[src/hw/rtl/rdc_pkg.sv]
`timescale 1ns / 1ps

package rdc_pkg;

    localparam logic [4:0] RADIX_MIN  = 5'd2;
    localparam logic [4:0] RADIX_MAX  = 5'd16;
    localparam logic [6:0] CHAR_ZERO  = 7'h30;   // "0"
    localparam logic [6:0] CHAR_A     = 7'h41;   // "A"
    localparam logic [6:0] CHAR_F     = 7'h46;   // "F"
    localparam logic [6:0] CHAR_NONE  = 7'h00;

    typedef enum logic [2:0] {
        ST_IDLE,
        ST_DIV,
        ST_STORE,
        ST_RD,
        ST_LOAD,
        ST_ERR
    } rdc_state_t;

    typedef struct packed {
        logic load;
        logic div_step;
        logic store;
        logic rd_issue;
        logic out_digit;
        logic out_err;
    } rdc_cmd_t;

    typedef struct packed {
        logic bad_base;
        logic bit_done;
        logic more;
        logic rd_last;
        logic out_free;
    } rdc_sts_t;

    function automatic logic [6:0] digit_to_ascii(input logic [3:0] d);
        logic [6:0] c;
        if (d < 4'd10)
        begin
            c = CHAR_ZERO + {3'b000, d};
        end
        else
        begin
            c = CHAR_A + {3'b000, d} - 7'd10;
        end
        return c;
    endfunction

endpackage

[src/hw/rtl/rdc_if.sv]
`timescale 1ns / 1ps

interface rdc_in_if #(
    parameter int VALUE_BITS = 31
);
    logic                  valid;
    logic                  ready;
    logic [VALUE_BITS-1:0] value;
    logic [4:0]            base;

    modport source (output valid, output value, output base, input ready);
    modport sink   (input valid, input value, input base, output ready);
endinterface

interface rdc_out_if;
    logic       valid;
    logic       ready;
    logic [6:0] digit_char;
    logic       is_last;
    logic       bad_base;

    modport source (output valid, output digit_char, output is_last, output bad_base,
                    input ready);
    modport sink   (input valid, input digit_char, input is_last, input bad_base,
                    output ready);
endinterface

[src/hw/rtl/rdc_ram.sv]
`timescale 1ns / 1ps

module rdc_ram #(
    parameter int WIDTH = 4,
    parameter int DEPTH = 31
) (
    input  logic                     clk,
    input  logic                     wr_en,
    input  logic [$clog2(DEPTH)-1:0] wr_addr,
    input  logic [WIDTH-1:0]         wr_data,
    input  logic                     rd_en,
    input  logic [$clog2(DEPTH)-1:0] rd_addr,
    output logic [WIDTH-1:0]         rd_data
);

    logic [WIDTH-1:0] mem [DEPTH];
    logic [WIDTH-1:0] rd_data_reg;

    always_ff @(posedge clk)
    begin
        if (wr_en)
        begin
            mem[wr_addr] <= wr_data;
        end
        if (rd_en)
        begin
            rd_data_reg <= mem[rd_addr];
        end
    end

    assign rd_data = rd_data_reg;

endmodule

[src/hw/rtl/rdc_ctrl.sv]
`timescale 1ns / 1ps

module rdc_ctrl
    import rdc_pkg::*;
(
    input  logic     clk,
    input  logic     rst_n,
    input  logic     in_valid,
    output logic     in_ready,
    input  rdc_sts_t sts,
    output rdc_cmd_t cmd
);

    rdc_state_t state_reg;
    rdc_state_t state_next;

    always_ff @(posedge clk or negedge rst_n)
    begin
        if (!rst_n)
        begin
            state_reg <= ST_IDLE;
        end
        else
        begin
            state_reg <= state_next;
        end
    end

    always_comb
    begin
        state_next = state_reg;
        case (state_reg)
            ST_IDLE:
            begin
                if (in_valid)
                begin
                    state_next = sts.bad_base ? ST_ERR : ST_DIV;
                end
            end
            ST_DIV:
            begin
                if (sts.bit_done)
                begin
                    state_next = ST_STORE;
                end
            end
            ST_STORE:
            begin
                state_next = sts.more ? ST_DIV : ST_RD;
            end
            ST_RD:
            begin
                if (sts.out_free)
                begin
                    state_next = ST_LOAD;
                end
            end
            ST_LOAD:
            begin
                state_next = sts.rd_last ? ST_IDLE : ST_RD;
            end
            ST_ERR:
            begin
                if (sts.out_free)
                begin
                    state_next = ST_IDLE;
                end
            end
            default:
            begin
                state_next = ST_IDLE;
            end
        endcase
    end

    always_comb
    begin
        cmd      = '0;
        in_ready = 1'b0;
        case (state_reg)
            ST_IDLE:
            begin
                in_ready = 1'b1;
                cmd.load = in_valid;
            end
            ST_DIV:
            begin
                cmd.div_step = 1'b1;
            end
            ST_STORE:
            begin
                cmd.store = 1'b1;
            end
            ST_RD:
            begin
                cmd.rd_issue = sts.out_free;
            end
            ST_LOAD:
            begin
                cmd.out_digit = 1'b1;
            end
            ST_ERR:
            begin
                cmd.out_err = sts.out_free;
            end
            default:
            begin
                cmd = '0;
            end
        endcase
    end

endmodule

[src/hw/rtl/rdc_dp.sv]
`timescale 1ns / 1ps

module rdc_dp
    import rdc_pkg::*;
#(
    parameter int VALUE_BITS = 31,
    parameter int MAX_DIGITS = 31
) (
    input  logic                  clk,
    input  logic                  rst_n,
    input  logic [VALUE_BITS-1:0] in_value,
    input  logic [4:0]            in_base,
    input  rdc_cmd_t              cmd,
    output rdc_sts_t              sts,
    output logic                  out_valid,
    input  logic                  out_ready,
    output logic [6:0]            out_digit_char,
    output logic                  out_is_last,
    output logic                  out_bad_base
);

    localparam int ADDR_W = $clog2(MAX_DIGITS);
    localparam int BC_W   = $clog2(VALUE_BITS);
    localparam logic [ADDR_W-1:0] IDX_TOP  = ADDR_W'(MAX_DIGITS - 1);
    localparam logic [BC_W-1:0]   BIT_LAST = BC_W'(VALUE_BITS - 1);

    logic [VALUE_BITS-1:0] quot_reg,  quot_next;
    logic [3:0]            rem_reg,   rem_next;
    logic [4:0]            base_reg,  base_next;
    logic [BC_W-1:0]       bitcnt_reg, bitcnt_next;
    logic [ADDR_W-1:0]     idx_reg,   idx_next;
    logic                  rd_last_reg, rd_last_next;
    logic                  out_valid_reg, out_valid_next;
    logic [6:0]            char_reg,  char_next;
    logic                  last_reg,  last_next;
    logic                  bad_reg,   bad_next;

    logic [4:0] rem_shift;
    logic [4:0] rem_diff;
    logic       qbit;
    logic       more;
    logic [3:0] ram_rd_data;

    // one restoring step: shift in the next dividend bit, subtract if it fits
    assign rem_shift = {rem_reg, quot_reg[VALUE_BITS-1]};
    assign rem_diff  = rem_shift - base_reg;
    assign qbit      = (rem_shift >= base_reg);
    assign more      = (quot_reg != '0) && (idx_reg != IDX_TOP);

    assign sts.bad_base = (in_base < RADIX_MIN) || (in_base > RADIX_MAX);
    assign sts.bit_done = (bitcnt_reg == BIT_LAST);
    assign sts.more     = more;
    assign sts.rd_last  = rd_last_reg;
    assign sts.out_free = !out_valid_reg || out_ready;

    rdc_ram #(
        .WIDTH (4),
        .DEPTH (MAX_DIGITS)
    ) u_digit_store (
        .clk     (clk),
        .wr_en   (cmd.store),
        .wr_addr (idx_reg),
        .wr_data (rem_reg),
        .rd_en   (cmd.rd_issue),
        .rd_addr (idx_reg),
        .rd_data (ram_rd_data)
    );

    always_comb
    begin
        quot_next    = quot_reg;
        rem_next     = rem_reg;
        base_next    = base_reg;
        bitcnt_next  = bitcnt_reg;
        idx_next     = idx_reg;
        rd_last_next = rd_last_reg;
        if (cmd.load)
        begin
            quot_next   = in_value;
            rem_next    = 4'd0;
            base_next   = in_base;
            bitcnt_next = '0;
            idx_next    = '0;
        end
        if (cmd.div_step)
        begin
            quot_next   = {quot_reg[VALUE_BITS-2:0], qbit};
            rem_next    = qbit ? rem_diff[3:0] : rem_shift[3:0];
            bitcnt_next = bitcnt_reg + 1'b1;
        end
        if (cmd.store)
        begin
            rem_next    = 4'd0;
            bitcnt_next = '0;
            if (more)
            begin
                idx_next = idx_reg + 1'b1;
            end
        end
        if (cmd.rd_issue)
        begin
            rd_last_next = (idx_reg == '0);
            if (idx_reg != '0)
            begin
                idx_next = idx_reg - 1'b1;
            end
        end
    end

    always_comb
    begin
        out_valid_next = out_valid_reg;
        char_next      = char_reg;
        last_next      = last_reg;
        bad_next       = bad_reg;
        if (out_valid_reg && out_ready)
        begin
            out_valid_next = 1'b0;
        end
        if (cmd.out_digit)
        begin
            out_valid_next = 1'b1;
            char_next      = digit_to_ascii(ram_rd_data);
            last_next      = rd_last_reg;
            bad_next       = 1'b0;
        end
        if (cmd.out_err)
        begin
            out_valid_next = 1'b1;
            char_next      = CHAR_NONE;
            last_next      = 1'b1;
            bad_next       = 1'b1;
        end
    end

    always_ff @(posedge clk or negedge rst_n)
    begin
        if (!rst_n)
        begin
            bitcnt_reg    <= '0;
            idx_reg       <= '0;
            rd_last_reg   <= 1'b0;
            out_valid_reg <= 1'b0;
            quot_reg      <= '0;
        end
        else
        begin
            bitcnt_reg    <= bitcnt_next;
            idx_reg       <= idx_next;
            rd_last_reg   <= rd_last_next;
            out_valid_reg <= out_valid_next;
            quot_reg      <= quot_next;
        end
    end

    always_ff @(posedge clk)
    begin
        rem_reg  <= rem_next;
        base_reg <= base_next;
        char_reg <= char_next;
        last_reg <= last_next;
        bad_reg  <= bad_next;
    end

    assign out_valid      = out_valid_reg;
    assign out_digit_char = char_reg;
    assign out_is_last    = last_reg;
    assign out_bad_base   = bad_reg;

    // never overwrite a result that has not been taken
    assert property (@(posedge clk) disable iff (!rst_n)
        (cmd.out_digit || cmd.out_err) |-> (!out_valid_reg || out_ready))
    else $error("result register overwritten while held");

    // dividing only runs with a legal radix
    assert property (@(posedge clk) disable iff (!rst_n)
        cmd.div_step |-> (base_reg >= RADIX_MIN) && (base_reg <= RADIX_MAX))
    else $error("division step with radix outside range");

    // remainder stays below the radix during a division
    assert property (@(posedge clk) disable iff (!rst_n)
        cmd.div_step |=> ({1'b0, rem_reg} < base_reg))
    else $error("remainder not reduced below radix");

    // an error result is always flagged last and carries no character
    assert property (@(posedge clk) disable iff (!rst_n)
        (out_valid_reg && bad_reg) |-> (last_reg && (char_reg == CHAR_NONE)))
    else $error("malformed error result");

    // a digit result carries a legal digit character
    assert property (@(posedge clk) disable iff (!rst_n)
        (out_valid_reg && !bad_reg) |-> ((char_reg >= CHAR_ZERO) && (char_reg <= CHAR_F)))
    else $error("digit character out of range");

endmodule

[src/hw/rtl/radix_digit_converter_unit.sv]
`timescale 1ns / 1ps
// Accepting an item loads the value and radix; then each digit is found by
// bit-serial restoring division (one quotient bit per cycle), stored, and later emitted
// through the registered digit store read, most significant digit first.
// Throughput: one item at a time; the next is taken once the last digit is loaded
// into the output register. Output stalls lengthen the emit phase. A bad radix goes to
// the error state, which gives one result once the output is free. Reset (rst_n, async) idles.
module radix_digit_converter_unit
    import rdc_pkg::*;
#(
    parameter int VALUE_BITS = 31,
    parameter int MAX_DIGITS = 31
) (
    input  logic      clk,
    input  logic      rst_n,
    rdc_in_if.sink    in_ch,
    rdc_out_if.source out_ch
);

    rdc_cmd_t cmd;
    rdc_sts_t sts;

    rdc_ctrl u_ctrl (
        .clk      (clk),
        .rst_n    (rst_n),
        .in_valid (in_ch.valid),
        .in_ready (in_ch.ready),
        .sts      (sts),
        .cmd      (cmd)
    );

    rdc_dp #(
        .VALUE_BITS (VALUE_BITS),
        .MAX_DIGITS (MAX_DIGITS)
    ) u_dp (
        .clk            (clk),
        .rst_n          (rst_n),
        .in_value       (in_ch.value),
        .in_base        (in_ch.base),
        .cmd            (cmd),
        .sts            (sts),
        .out_valid      (out_ch.valid),
        .out_ready      (out_ch.ready),
        .out_digit_char (out_ch.digit_char),
        .out_is_last    (out_ch.is_last),
        .out_bad_base   (out_ch.bad_base)
    );

endmodule

[src/flat_wrapper.sv]
// flat-port wrapper written by rule: the top's interface ports become plain ports
module radix_digit_converter_unit_flat import rdc_pkg::*;
#(
    parameter int VALUE_BITS = 31,
    parameter int MAX_DIGITS = 31
)
  (clk, rst_n, in_ch_valid, in_ch_value, in_ch_base, in_ch_ready, out_ch_valid, out_ch_digit_char, out_ch_is_last, out_ch_bad_base, out_ch_ready);
  rdc_in_if #(.VALUE_BITS(VALUE_BITS)) in_ch_i ();
  rdc_out_if out_ch_i ();
  input  logic clk;
  input  logic rst_n;
  input wire logic [$bits(in_ch_i.valid)-1:0] in_ch_valid;
  input wire logic [$bits(in_ch_i.value)-1:0] in_ch_value;
  input wire logic [$bits(in_ch_i.base)-1:0] in_ch_base;
  output wire logic [$bits(in_ch_i.ready)-1:0] in_ch_ready;
  output wire logic [$bits(out_ch_i.valid)-1:0] out_ch_valid;
  output wire logic [$bits(out_ch_i.digit_char)-1:0] out_ch_digit_char;
  output wire logic [$bits(out_ch_i.is_last)-1:0] out_ch_is_last;
  output wire logic [$bits(out_ch_i.bad_base)-1:0] out_ch_bad_base;
  input wire logic [$bits(out_ch_i.ready)-1:0] out_ch_ready;
  assign in_ch_i.valid = in_ch_valid;
  assign in_ch_i.value = in_ch_value;
  assign in_ch_i.base = in_ch_base;
  assign in_ch_ready = in_ch_i.ready;
  assign out_ch_valid = out_ch_i.valid;
  assign out_ch_digit_char = out_ch_i.digit_char;
  assign out_ch_is_last = out_ch_i.is_last;
  assign out_ch_bad_base = out_ch_i.bad_base;
  assign out_ch_i.ready = out_ch_ready;
  radix_digit_converter_unit #(.VALUE_BITS(VALUE_BITS), .MAX_DIGITS(MAX_DIGITS)) u_core (.clk(clk), .rst_n(rst_n), .in_ch(in_ch_i), .out_ch(out_ch_i));
endmodule
[config.mk]
export PLATFORM = sky130hd
export DESIGN_NAME = radix_digit_converter_unit_flat
export DESIGN_NICKNAME = d
export VERILOG_FILES = /design/src/hw/rtl/rdc_pkg.sv /design/src/hw/rtl/rdc_if.sv /design/src/hw/rtl/rdc_ram.sv /design/src/hw/rtl/rdc_ctrl.sv /design/src/hw/rtl/rdc_dp.sv /design/src/hw/rtl/radix_digit_converter_unit.sv /design/src/flat_wrapper.sv
export SDC_FILE = /design/constraint.sdc
export NUM_CORES = 1
export LEC_CHECK = 0
export BUFFER_PORTS_ARGS = -buffer_cell sky130_fd_sc_hd__buf_2
export CAP_MARGIN = 20
export CORE_ASPECT_RATIO = 1.25
export CORE_UTILIZATION = 37
export DETAILED_ROUTE_END_ITERATION = 8
export MAX_ROUTING_LAYER = met4
export PLACE_DENSITY_LB_ADDON = 0.15
export SLEW_MARGIN = 20
export SYNTH_ARGS = -nofsm -noshare
export SYNTH_HDL_FRONTEND = slang
export SYNTH_SLANG_ARGS = --single-unit
[constraint.sdc]
create_clock -name clk -period 3.7 [get_ports clk]
set_input_delay 0.74 -clock clk [delete_from_list [all_inputs] [get_ports clk]]
set_output_delay 0.74 -clock clk [all_outputs]
set_load 0.005 [all_outputs]
==> qor.csv, run 1 <==
metric;value;unit
Final Max Tran Viols;0;
largest net degree at the start of global routing;69;
top cells by area, synth;edfxtp_1 48%, dfrtp_1 14%, mux4_2 6.5%, nand2_1 4.2%, nor2_1 3.9%;
largest family of logic cells by synthesized area;simple AND/OR/NAND/NOR gates;
max reg flops;124;
Core Area;0.0217;mm2
Syn Inst Count;639;
Power per Cell Area;743;mW/mm2
sequential fraction of the synthesis area;65.5;%
Pre-antenna DRT Iters;5;
Sink Count;192;
Hold Violations, Final;0;
Syn-to-layout area delta;13.5;%
GP Congestion;0.776;
FF-to-FF Start;u_core.u_dp.idx_reg[0];
die area;0.0229;mm2
Antenna Nets Post-Route;0;
Die X-Extent;136;um
maxcap violations;0;
skew final;0.00983;ns
DR iter-0 viols;337;
Compound-Gate Fraction of Synth Area;7.68;%
vias per std cell;5.34;
Remaining Overflow, GRT;0;
post-cts resize count;0;
stages on the worst setup path;6;
clock root buffer;clkbuf_16;
Slew @ Worst Pin;0.838;ns
Synth Net Count;693;
cell breakdown of the critical path;inv_1, ha_1, a2111o_1, or4_1, o21ai_2, mux2i_1;
Tcrit/Tclk final;68.8;%
top cell type's share of synthesized area;48.4;%
count leader, synth;edfxtp_1;
mux cell area share after synthesis;8.97;%
R2R setup slack;1.16;ns
crit start category;flop;
CP delay by family, top;flip-flops;
Bufs on Longest Clock Path;2;
DRC errors left;0;
Synth cell types;54;
#FFs+latches synth;192;
Simple-Gate Fraction of Synth Area;12.4;%
Setup CP Type;reg -> reg;
Leak;3.34;nW
CP max stage delay;0.80;ns
Mean Syn Cell Area;12.9;um2
RR Endpoint;u_core.u_dp.idx_reg[3];
Die Ht;169;um
EDFF count, synth;133;
fill count;2002;
vias in the first global route;5240;
CP Capture Type;flop;
clk slew on worst S/H paths;0.07;ns
Synth Warn #;0;
Wirelength per Cell;18.6;um
endpoints failing setup;0;
RSZ-0062 raised after global routing;no;
WP buf/inv;1;
Worst Reg-to-Reg Cells;6;
antenna violations before repair;0;
layout cells sized above 1;17.6;%
Post-Place Cell Area;0.00878;mm2
crit path launch;u_core.u_dp.idx_reg[0];
CP Max Fanout;24;
clk_lat worst skew;0.43;ns
worst path required time;4.05;ns
hold buffers post-CTS;0;
vias;5212;
Cell Rows;60;
Post-Syn Area;0.00826;mm2
Post-Synth Adder-Cell Area;2.21;%
Initial Util;38.1;%
Detailed Route WL;18200;um
Max Freq;393;MHz
first-pass GRT wire length;29000;um
XOR/XNOR Fraction of Synth Area;0.637;%
IO Count;51;
gr usage total;17.5;%
IO Port Bufs;50;
Slowest-stage cell, CP;dfrtp_2;
VDD IR max;420;uV
Slew HR;43.7;%
total CTS buffers;17;
ant diodes;0;
setup TNS;0;ns
status;completed;
Final #Nets;739;
Hold WC Path Type;in -> async;
post-route cell area;0.00937;mm2
top cells by count, synth;133 x edfxtp_1, 93 x nand2_1, 85 x nor2_1;
Synth area leader;edfxtp_1;
WP data arrival;2.89;ns
htree depth;4;
crit path to;u_core.u_dp.idx_reg[3];
Setup Buffers After CTS;0;
Async SR Flop Fraction;24.0;%
half-perimeter wire length after placement;12300;um
dominant synthesized flop cell;edfxtp_1;
TritonCTS clock tree;built;
crit path time final;2.54;ns
==> per-layer routing <==
metal	global-route usage, %	wire (um)
met3	3.47	583
met4	5.47	276
met5	-	0
met2	28.9	9310
met1	21.6	8010
==> worst min path at each step <==
stage,startpoint,end,slack [ns],cells after the start
after floorplan,rst_n,u_core.u_ctrl.state_reg[0],0.44,0
after global placement,u_core.u_dp.out_bad_base,u_core.u_dp.out_bad_base,0.43,1
after detailed placement,u_core.u_dp.out_bad_base,u_core.u_dp.out_bad_base,0.44,1
after CTS,u_core.u_dp.out_bad_base,u_core.u_dp.out_bad_base,0.46,1
after global routing,rst_n,u_core.u_dp.quot_reg[5],0.35,1
final,rst_n,u_core.u_dp.quot_reg[5],0.31,1
==> cell type report <==
type	instances	area, um2	area share, %
inverter	19	71.3	0.761
clock buffer	18	429	4.58
tap	279	349	3.72
multi-input combinational	396	2650	28.2
timing repair buffer	59	320	3.42
clock inverter	13	153	1.63
sequential	192	5410	57.7
==> where the power goes <==
part / internal, mW / switching, mW
registers: 2.82 / 0.346
clock network: 1.01 / 0.829
logic: 0.790 / 1.16
total: 4.62 / 2.34
==> stage by stage <==
stage                     util, %  hold WS (ns)  power [mW]  instances  setup slack [ns]
after floorplan                 -         0.444        4.58        639              1.04
after global placement       40.5         0.432        5.14        945              1.17
after detailed placement     40.5         0.439        5.21        945              1.10
after CTS                    43.2         0.457        7.04        976              1.10
after global routing         43.2         0.354        7.38        976             0.913
final                        43.2         0.309        6.96        976              1.16
==> cells by family (layout without fill, tap and decap cells) <==
family	count (synthesis)	after routing
buf+inv	51	109
mux	44	44
simple gates	235	235
xor+xnor	6	6
flops	192	192
fa+ha+maj	14	14
compound gates	97	97
==> cell usage in the layout (no fill, tap or decap), drive strengths merged, types with 6 or more instances in the layout <==
cell and instances:
mux4 24, edfxtp 133, clkbuf 18, nand3 7
nand2b 6, a31oi 31, mux2i 20, o21ai 19
ha 13, nand2 93, buf 59, inv 25
nor4 8, nor3 13, nor2 86, dfxtp 13
a21oi 13, dfrtp 46
No activity file was read; power rests on OpenSTA's default activity.
==> run 2: changes to the inputs <==
Clock period 3.7 ns to 2.15 ns, I/O delays scaled along.
==> run 2 against run 1 <==
Compared with the run above: first-iteration DRC count decreased by 2.7%; via count increased by 4.3%; clock-buffer cell count down 1; fmax grew 25%; global-route usage grew 1.1 points; routed wire length rose by 5.2%; sequential share of layout area shrank 3.4 points; largest power group unchanged; highest routed layer unchanged.
==> qor.csv, run 2 (same netlist as run 1, synthesis figures left out) <==
metric;value;unit
status;completed;
Final Max Tran Viols;0;
hold buffers post-CTS;0;
CP max stage delay;0.50;ns
RSZ-0062 raised after global routing;no;
met3 wire length;625;um
GP Congestion;0.817;
first-pass GRT wire length;30800;um
Metal-1 WL;8050;um
Core Area;0.0217;mm2
endpoints failing setup;0;
Antenna Nets Post-Route;0;
TritonCTS clock tree;built;
Slowest-stage cell, CP;mux4_2;
WP data arrival;2.17;ns
Hold Violations, Final;0;
half-perimeter wire length after placement;13400;um
skew final;0.0110;ns
Sink Count;192;
CP Max Fanout;14;
IO Port Bufs;50;
Min Hold Slack;0.0204;ns
Bufs on Longest Clock Path;2;
Hold WC Path Type;in -> async;
CP Capture Type;flop;
htree depth;4;
Die X-Extent;136;um
gr usage total;18.7;%
commonest non-fill, non-tap cells in the layout;133 x edfxtp_1, 92 x nand2_1, 85 x nor2_1;
commonest non-fill, non-tap cell in the layout;edfxtp_1;
Final Core Density;45.9;%
cell breakdown of the critical path;buf_12, buf_4, mux4_2, a221oi_1, o2111ai_1;
max reg flops;124;
Multi-input gate area;0.00265;mm2
antenna violations before repair;0;
post-cts resize count;0;
crit path time final;2.03;ns
total CTS buffers;17;
DR iter-0 viols;328;
fill count;1949;
clk slew on worst S/H paths;0.07;ns
Setup CP Type;reg -> reg;
Cell Count, Final, Fillers Out;1045;
Remaining Overflow, GRT;0;
vias;5435;
Max Freq;493;MHz
die area;0.0229;mm2
IO Count;51;
crit start category;flop;
Cell Rows;60;
Slew @ Worst Pin;0.654;ns
Tcrit/Tclk final;94.4;%
Pre-antenna DRT Iters;4;
Setup Buffers After CTS;0;
clock root buffer;clkbuf_16;
vias per std cell;5.20;
clk_lat worst skew;0.43;ns
DR WL met2;9850;um
FF+latch area;0.00541;mm2
DRC errors left;0;
ant diodes;0;
layout cells sized above 1;25.2;%
Top Layer Used;met4;
Die Ht;169;um
Worst Reg-to-Reg Cells;5;
worst path required time;2.30;ns
Final #Nets;808;
Detailed Route WL;19100;um
maxcap violations;0;
vias in the first global route;5675;
placed cells;1005;
Syn-to-layout area delta;20.6;%
Wirelength per Cell;18.3;um
VDD IR max;697;uV
Initial Util;38.1;%
largest net degree at the start of global routing;69;
Slew HR;56.4;%
Leak;3.72;nW
Power per Cell Area;1260;mW/mm2
run 2: per-layer routing:
layer,global-route usage (%),up-vias
met2,31.1,123
met1,21.8,2679
li1,-,2595
met5,-,-
met4,8.26,0
met3,3.59,38
run 2: final timing paths:
kind                                               start  slack, ns                              endpoint
setup / recovery                  u_core.u_dp.idx_reg[0]       0.12  u_core.u_dp.u_digit_store.rd_data[2]
hold / removal                                     rst_n       0.02               u_core.u_dp.quot_reg[1]
setup reg to reg                  u_core.u_dp.idx_reg[0]       0.12  u_core.u_dp.u_digit_store.rd_data[2]
hold reg to reg            u_core.u_dp.out_digit_char[3]       0.46         u_core.u_dp.out_digit_char[3]
max in group asynchronous                          rst_n       1.40              u_core.u_dp.quot_reg[20]
min in group clk                           in_ch_base[2]       0.19               u_core.u_dp.base_reg[2]
run 2: stage by stage:
stage	setup TNS [ns]	instance area [um2]	worst slack (ns)	power, mW
4_1_cts	0	9890	0.0661	12.6
5_1_grt	0	9960	0.0269	13.3
3_3_place_gp	0	9300	0.135	9.24
3_5_place_dp	0	9300	0.0759	9.38
2_1_floorplan	-0.244	8320	-0.244	8.01
6_report	0	9960	0.121	12.5
run 2: area by class of cell:
| class | instances | area share (%) |
|---|---|---|
| clock buffer | 17 | 4.27 |
| clock inverter | 14 | 1.62 |
| inverter | 19 | 0.767 |
| multi-input combinational | 396 | 26.6 |
| sequential | 192 | 54.3 |
| tap | 279 | 3.51 |
| timing repair buffer | 128 | 8.90 |
run 2: critical path: cells and delay by family (launching register included):
kind / cells / cell delay [ns]
buffers and inverters: 2 / 0.29
flip-flops: 1 / 0.41
AO/OA/AOI/OAI: 2 / 0.54
multiplexers: 1 / 0.50
run 2: where the power goes:
group / switching [mW] / internal [mW]
sequential: 0.415 / 4.86
combinational: 2.31 / 1.79
clock: 1.34 / 1.83
